===== src/hw/rtl/ttrc_pkg.sv =====
`timescale 1ns / 1ps

package ttrc_pkg;

  // Residues are kept modulo 2^16 - 1, so a wide value folds by adding its halves.
  localparam logic [15:0] Modulus     = 16'hFFFF;
  localparam logic [7:0]  AlphaWeight = 8'd17;
  localparam logic [7:0]  BetaWeight  = 8'd31;
  localparam logic [7:0]  FirstOffset = 8'd7;

  localparam int unsigned ProdAW = 25;  // (byte + alpha) * prev: 9 x 16 bits
  localparam int unsigned ProdBW = 24;  // beta * prev_prev: 8 x 16 bits

  typedef logic [15:0] residue_t;

  // Folds a product of up to 25 bits into 0 .. Modulus-1.
  function automatic residue_t fold_mod(input logic [ProdAW-1:0] x);
    logic [16:0] sum;
    begin
      sum = {1'b0, x[15:0]} + 17'(x[ProdAW-1:16]);
      if (sum >= {1'b0, Modulus}) begin
        sum = sum - {1'b0, Modulus};
      end
      fold_mod = sum[15:0];
    end
  endfunction

endpackage


===== src/hw/rtl/three_term_recurrence_checksum.sv =====
`timescale 1ns / 1ps
// Output: a message's checksum is written to the result register when its last byte leaves
// the input register; that byte is held while an earlier checksum is still waiting there.
// Throughput: one byte per cycle unless a last byte waits on a full result register;
// the only loop is the recurrence through the message-state registers and its logic.
// Reset (rst_ni low, asynchronous) empties both stages and restarts the message
// state, so the next byte accepted opens a new message.
module three_term_recurrence_checksum (
  input  logic        clk_i,
  input  logic        rst_ni,
  input  logic        s_axis_tvalid,
  output logic        s_axis_tready,
  input  logic [7:0]  s_axis_tdata,   // [7:0] byte_value
  input  logic        s_axis_tlast,   // last_byte
  output logic        m_axis_tvalid,
  input  logic        m_axis_tready,
  output logic [15:0] m_axis_tdata    // [15:0] checksum
);

  import ttrc_pkg::*;

  // Input register: one byte held here until the recurrence stage takes it.
  logic       in_valid_q;
  logic [7:0] byte_q;
  logic       last_q;

  // Message state.
  residue_t   prev_q, prev_d;
  residue_t   prev2_q, prev2_d;
  logic [7:0] pos_q, pos_d;
  logic       open_q, open_d;

  // Result register.
  logic       out_valid_q;
  residue_t   sum_q;

  logic advance;
  logic s_fire;
  logic m_fire;

  // The held byte moves on unless it would produce a checksum while the
  // result register is still full and not being taken.
  assign m_fire        = out_valid_q & m_axis_tready;
  assign advance       = in_valid_q & (~last_q | ~out_valid_q | m_axis_tready);
  assign s_axis_tready = ~in_valid_q | advance;
  assign s_fire        = s_axis_tvalid & s_axis_tready;

  // Recurrence arithmetic for byte number pos_q of an open message.
  logic [7:0]        alpha, beta;
  logic [8:0]        factor_a;
  logic [ProdAW-1:0] prod_a;
  logic [ProdBW-1:0] prod_b;
  residue_t          res_a, res_b;
  logic              a_below_b;
  logic signed [17:0] diff;
  residue_t          next_val;

  always_comb begin
    alpha     = 8'(pos_q * AlphaWeight);
    beta      = 8'(pos_q * BetaWeight);
    factor_a  = {1'b0, byte_q} + {1'b0, alpha};
    prod_a    = ProdAW'(factor_a) * ProdAW'(prev_q);
    prod_b    = ProdBW'(beta) * ProdBW'(prev2_q);
    res_a     = fold_mod(prod_a);
    res_b     = fold_mod(ProdAW'(prod_b));
    a_below_b = prod_a < ProdAW'(prod_b);
    // When B exceeds A the wrapped 64-bit difference is one more than the
    // plain residue difference, since 2^64 leaves remainder one.
    diff = $signed({2'b00, res_a}) - $signed({2'b00, res_b})
         + $signed({17'd0, a_below_b});
    if (diff < 0) begin
      diff = diff + $signed({2'b00, Modulus});
    end else if (diff >= $signed({2'b00, Modulus})) begin
      diff = diff - $signed({2'b00, Modulus});
    end
    next_val = diff[15:0];
  end

  always_comb begin
    prev_d  = prev_q;
    prev2_d = prev2_q;
    pos_d   = pos_q;
    open_d  = open_q;
    if (advance) begin
      if (!open_q) begin
        prev_d  = 16'({1'b0, byte_q} + {1'b0, FirstOffset});
        prev2_d = 16'd1;
        pos_d   = 8'd1;
        open_d  = 1'b1;
      end else begin
        prev_d  = next_val;
        prev2_d = prev_q;
        pos_d   = pos_q + 8'd1;
      end
      if (last_q) begin
        // The message closes: the state returns to its reset values.
        prev_d  = '0;
        prev2_d = 16'd1;
        pos_d   = '0;
        open_d  = 1'b0;
      end
    end
  end

  always_ff @(posedge clk_i or negedge rst_ni) begin
    if (!rst_ni) begin
      in_valid_q  <= 1'b0;
      prev_q      <= '0;
      prev2_q     <= 16'd1;
      pos_q       <= '0;
      open_q      <= 1'b0;
      out_valid_q <= 1'b0;
    end else begin
      if (s_fire) begin
        in_valid_q <= 1'b1;
      end else if (advance) begin
        in_valid_q <= 1'b0;
      end
      prev_q  <= prev_d;
      prev2_q <= prev2_d;
      pos_q   <= pos_d;
      open_q  <= open_d;
      if (advance && last_q) begin
        out_valid_q <= 1'b1;
      end else if (m_fire) begin
        out_valid_q <= 1'b0;
      end
    end
  end

  // Payload registers carry no reset.
  always_ff @(posedge clk_i) begin
    if (s_fire) begin
      byte_q <= s_axis_tdata;
      last_q <= s_axis_tlast;
    end
    if (advance && last_q) begin
      // A one-byte message reports byte + 7; otherwise the freshly computed value.
      sum_q <= open_q ? next_val : 16'({1'b0, byte_q} + {1'b0, FirstOffset});
    end
  end

  assign m_axis_tvalid = out_valid_q;
  assign m_axis_tdata  = sum_q;

endmodule

===== config.mk =====
export PLATFORM = sky130hd
export DESIGN_NAME = three_term_recurrence_checksum
export DESIGN_NICKNAME = d
export VERILOG_FILES = /design/src/hw/rtl/ttrc_pkg.sv /design/src/hw/rtl/three_term_recurrence_checksum.sv
export SDC_FILE = /design/constraint.sdc
export NUM_CORES = 1
export LEC_CHECK = 0
export ABC_AREA = 0
export ABC_CLOCK_PERIOD_IN_PS = 17200
export BUFFER_PORTS_ARGS = -buffer_cell sky130_fd_sc_hd__buf_2
export CAP_MARGIN = 15
export CORE_ASPECT_RATIO = 1.5
export CORE_MARGIN = 2
export CORE_UTILIZATION = 57
export DETAILED_ROUTE_END_ITERATION = 12
export PLACE_DENSITY = 0.82
export SKIP_LAST_GASP = 1
export SLEW_MARGIN = 5
export SYNTH_ARGS = -nofsm -noshare
export SYNTH_HDL_FRONTEND = slang
export SYNTH_SLANG_ARGS = --single-unit

===== constraint.sdc =====
create_clock -name clk_i -period 17.2 [get_ports clk_i]
set_input_delay 3.44 -clock clk_i [delete_from_list [all_inputs] [get_ports clk_i]]
set_output_delay 3.44 -clock clk_i [all_outputs]
set_load 0.01 [all_outputs]

; Word-level counts from Yosys, hierarchy flattened
; Cells that the tools add are included.
[classes]
add_sub_neg = 11
mul = 4
order_cmp = 5
n_mux = 15
bitwise_logic = 9
n_reduce_logical = 3
[ops]
columns = operator, count
row1 = $mux W16, 8
row2 = $ge A17 B16 Y1 const B, 2
row3 = $sub A16 B16 Y16 const B, 2
row4 = $lt A25 B24 Y1, 1
row5 = $mul A9 B16 Y25, 1
row6 = $mul A8 B16 Y24, 1
row7 = $add A17 B2 Y18, 1
row8 = $ge A18 B17 Y1 const B, 1
row9 = $lt A18 B1 Y1 const B, 1
row10 = $add A16 B8 Y17, 1
row11 = $add A16 B9 Y17, 1
row12 = $sub A16 B16 Y17, 1
row13 = $add A16 B1 Y16 const B, 1
row14 = $mul A8 B5 Y8 const B, 2
row15 = $mux W8, 2
row16 = $sub A16 B1 Y16 const B, 1
row17 = $add A8 B3 Y9 const B, 1
row18 = $add A8 B8 Y9, 1
row19 = $add A8 B1 Y8 const B, 1
row20 = $mux W1, 5
row21 = $reduce_bool A2 Y1, 2
row22 = $and A1 B1 Y1, 3
row23 = $not A1 Y1, 3
row24 = $or A1 B1 Y1, 3
row25 = $logic_and A1 B1 Y1, 1
[totals]
register_bits = 68
inputBits = 13
output_inout_bits = 18
word_cells = 56

; Depth between registers and ports, before layout
[depth]
word_depth = 13
ltp_mapped = 58
depth_no_buf = 56

; Least setup slack after synthesis
; No wires, ideal clock.
[synth_timing]
kind = register -> register
from = register pos_q[4]
to = register sum_q[9] (netlist: m_axis_tdata[9]) (data pin)
setup_time_ns = 0.255
arrival_time_ns = 13.404
required_ns = 16.945
setup_slack_ns = 3.542
path_stages_with_launch = 58
path_buffers = 3
synth_period_minus_slack_ns = 13.658
path_cell_list = dfrtp_1 -> inv_1 -> fa_1 -> inv_1 -> fa_1 -> inv_1 -> fa_1 -> inv_1 -> ha_1 -> a21oi_1 -> xnor2_1 -> clkbuf_1 -> and2_1 -> fa_1 -> inv_1 -> fa_1 -> fa_1 -> fa_1 -> (+22 left out) -> a21o_1 -> xor2_1 -> ha_1 -> inv_1 -> fa_1 -> a211oi_2 -> nor2_2 -> o311ai_4 -> and4_1 -> buf_4 -> xnor2_2 -> or4_4 -> nor4_4 -> o211a_4 -> o211a_1 -> a31oi_1 -> xor2_1 -> and2_1
[synth_via]
elab_chain_len = 12
elab_cells_between_ends = 23
classes_between = 9 x add/sub / 4 x mul / 5 x order compare / 5 x mux
[synth_rtl]
columns = item, line
row1 = start: declaration, three_term_recurrence_checksum.sv:30  ; logic [7:0] pos_q, pos_d;
row2 = start signal: assignment, three_term_recurrence_checksum.sv:121  ; pos_q <= pos_d;
row3 = $mul A8 B5 Y8, three_term_recurrence_checksum.sv:59  ; alpha = 8'(pos_q * AlphaWeight);
row4 = $add A8 B8 Y9, three_term_recurrence_checksum.sv:61  ; factor_a = {1'b0, byte_q} + {1'b0, alpha};
row5 = $mul A9 B16 Y25, three_term_recurrence_checksum.sv:62  ; prod_a = ProdAW'(factor_a) * ProdAW'(prev_q);
row6 = $add A16 B9 Y17, ttrc_pkg.sv:20  ; sum = {1'b0, x[15:0]} + 17'(x[ProdAW-1:16]);
row7 = $sub A16 B16 Y16 or $ge A17 B16 Y1 (tied branches), "ttrc_pkg.sv:22, ttrc_pkg.sv:21"
row8 = $mux W16, ttrc_pkg.sv:21  ; if (sum >= {1'b0, Modulus}) begin
row9 = $sub A16 B16 Y17, three_term_recurrence_checksum.sv:69  ; diff = $signed({2'b00, res_a}) - $signed({2'b00, res_b})
row10 = $add A17 B2 Y18 (*), three_term_recurrence_checksum.sv:70  ; + $signed({17'd0, a_below_b});
row11 = $sub A16 B1 Y16 or $ge A18 B17 Y1 (tied branches), "three_term_recurrence_checksum.sv:74, three_term_recurrence_checksum.sv:73"
row12 = $mux W16, three_term_recurrence_checksum.sv:73  ; end else if (diff >= $signed({2'b00, Modulus})) begin
row13 = $mux W16 (*), three_term_recurrence_checksum.sv:71  ; if (diff < 0) begin
row14 = $mux W16 (*), three_term_recurrence_checksum.sv:139  ; sum_q <= open_q ? next_val : 16'({1'b0, byte_q} + {1'b0, FirstOffset});
row15 = end signal: assignment, three_term_recurrence_checksum.sv:139
row16 = end: declaration, three_term_recurrence_checksum.sv:35  ; residue_t sum_q;
; Every way passes the cells marked *; elsewhere a longest branch is shown, timed or not.
; A chain may end at the register's enable or synchronous reset.

; Worst setup path in the final report
[layout_timing]
from = register pos_q[0]
to = register sum_q[15] (netlist: m_axis_tdata[15]) (data pin)
; The elaborated chain is that of the path after synthesis.

==> flow_summary.json <==
{
  "synth_area_leaders": "fa_1 (24%), ha_1 (13%), dfrtp_1 (6.5%)",
  "grt_max_degree": 49,
  "clock_latency_ps": 350,
  "ctsHoldBuffers": 0,
  "period_share_pct": 90.6,
  "outcome": "finished clean",
  "relSlewSlack_pct": 21.6,
  "track_usage_pct": 30.6,
  "via_per_inst": 6.21,
  "period_needed_ps": 15580,
  "crit_fanout": 25,
  "num_io_pins": 31,
  "dr.pass1.iters": 5,
  "synth_common_cells": "inv_1 (264), nand2_1 (247), fa_1 (197)",
  "rsz0062_at_grt": "false",
  "dieWidth_um": 142,
  "fin_worst_skew_ps": 12.3,
  "postRouteAntennaNets": 0,
  "core_um2": 28000,
  "postSynthAreaPerCell_um2": 8.42,
  "antenna_found_initial": 0,
  "cp_num_buf_inv": 6,
  "clock_path_buffers": 2,
  "drt_iter0_markers": 1023,
  "cap_violations": 0,
  "hold_path_class": "reg2reg",
  "design.die.area_um2": 29800,
  "cp_top_family": "adder cells",
  "async_flop_share_pct": 63.2,
  "tns_ps": 0,
  "yosys_warnings": 0,
  "cts.htree.levels": 3,
  "cts_tree": "built",
  "port_buffers": 30,
  "hold_viol": 0,
  "fmax_mhz": 64.2,
  "dp_hpwl_um": 35600,
  "setup_viol": 0,
  "root_buffer": "clkbuf_16",
  "crit_required_ps": 17300,
  "start_util_pct": 57.9,
  "syn-num-nets": 2308,
  "final_nets": 2301,
  "rows": 75,
  "vias": 14100,
  "cts.reportedPaths.clkPinSlew_ps": 60,
  "cts.sinks": 68,
  "maxSlewViolCount": 0,
  "synthFlopType": "dfrtp_1",
  "synth_top_area_cell": "fa_1",
  "worstSetupEndpointType": "flip-flop",
  "synth.most_common_cell": "inv_1",
  "cp_slowest_cell": "dfrtp_1",
  "yosysUniqueCellTypes": 82,
  "place.gp.congestion": 1.00,
  "yosys_register_bits": 68,
  "drc": 0,
  "ys_seq_area_share_pct": 11.3,
  "fillers": 2396,
  "yosysTopAreaCellShare_pct": 24.3,
  "cp_slowest_stage_delay_ps": 910,
  "drive_gt1_share_pct": 5.25,
  "antenna_cells": 0,
  "syn_area_um2": 16200,
  "critPathKind": "reg2reg",
  "grt_overflow_total": 0,
  "cts_resized": 0,
  "cp_common_cell": "fa_1",
  "numCtsBuffers": 9,
  "die_y_um": 210,
  "wl_per_cell_um": 19.5,
  "start_kind": "flip-flop",
  "worst_pin_slew_ps": 1170,
  "grt_pass1_wl_um": 72500,
  "cts_setup_buffers": 0,
  "syn_to_final_growth_pct": 4.65,
  "drt-total-wl_um": 44300,
  "synth_enable_flop_cells": 25,
  "synthCells": 1924,
  "crit_arrival_ps": 15690,
  "grt_pass1_vias": 14700
}
-- area by class of cell --
class                      instances  area (um2)  share of cell area [%]
sequential                        68        1830                    10.8
clock buffer                       9         225                    1.33
timing repair buffer              45         263                    1.55
tap                              346         433                    2.55
clock inverter                     7        75.1                   0.443
multi-input combinational       1529       13100                    77.5
inverter                         264         991                    5.85
-- cells in the final DEF (no fill, tap or decap), drive strengths merged, types with 13 or more instances in the layout --
cell,instances
nand3,45
nor3,36
nor2b,31
and2,139
nor2,69
ha,174
nand2b,22
nand2,247
nand4,20
buf,45
dfrtp,42
and3,13
edfxtp,25
o21bai,13
a31oi,24
o21ai,57
xnor2,96
fa,197
a21oi,87
a21o,42
inv,265
xor2,43
-- tightest hold or removal path, cell delays in order, from the launching register on --
cell and delay (ps):
dfstp_2 420, nand2_1 70, nand2_1 40
-- logic make-up (layout without fill, tap and decap cells) --
group / count (synthesis) / in the layout / synth area share, %
and+or+nand+nor: 679 / 679 / 21.3
adders and majority gates: 373 / 373 / 37.9
AOI/OAI and AO/OA: 327 / 327 / 13.6
buffers and inverters: 327 / 325 / 7.66
xor gates and xnor gates: 139 / 139 / 7.56
DFF: 68 / 68 / 11.3
muxes: 11 / 11 / 0.688
-- worst paths after layout --
kind	from	to	slack (ps)	cells after the start
worst max-delay path	pos_q[0]	m_axis_tdata[15]	1620	53
worst min register to register	prev2_q[0]	prev2_q[0]	540	2
min in group asynchronous	rst_ni	pos_q[7]	3280	1
max in group asynchronous	rst_ni	prev_q[3]	13250	1
worst min-delay path	prev2_q[0]	prev2_q[0]	540	2
worst max register to register	pos_q[0]	m_axis_tdata[15]	1620	53
-- registers in the layout, summed over array words and instances, names as in the netlist --
signal / count
prev2_q: 16
open_q: 1
m_axis_tdata: 16
prev_q: 16
byte_q: 8
in_valid_q: 1
m_axis_tvalid: 1
last_q: 1
pos_q: 8
-- per-layer routing --
metal / vias to the layer above / global-route usage, % / part of all wire [%]
met1: 6933 / 34.4 / 35
met2: 610 / 55.3 / 52
met5: - / 0 / 0
met4: 0 / 18.3 / 7.0
met3: 190 / 3.43 / 6.1
li1: 6362 / - / -
-- through the flow --
step / worst slack (ps) / util [%] / cells / area (um2) / hold slack (ps)
floorplan: 3540 / - / 1924 / 16200 / 460
global placement: 2190 / 59.5 / 2252 / 16600 / 522
detailed placement: 1830 / 59.5 / 2252 / 16600 / 522
CTS: 1750 / 60.6 / 2268 / 17000 / 529
global route: 541 / 60.6 / 2268 / 17000 / 555
finish: 1620 / 60.6 / 2268 / 17000 / 541
Power is not shown: default switching activity piles up to over one toggle a cycle in this logic, so the estimate is an artifact.
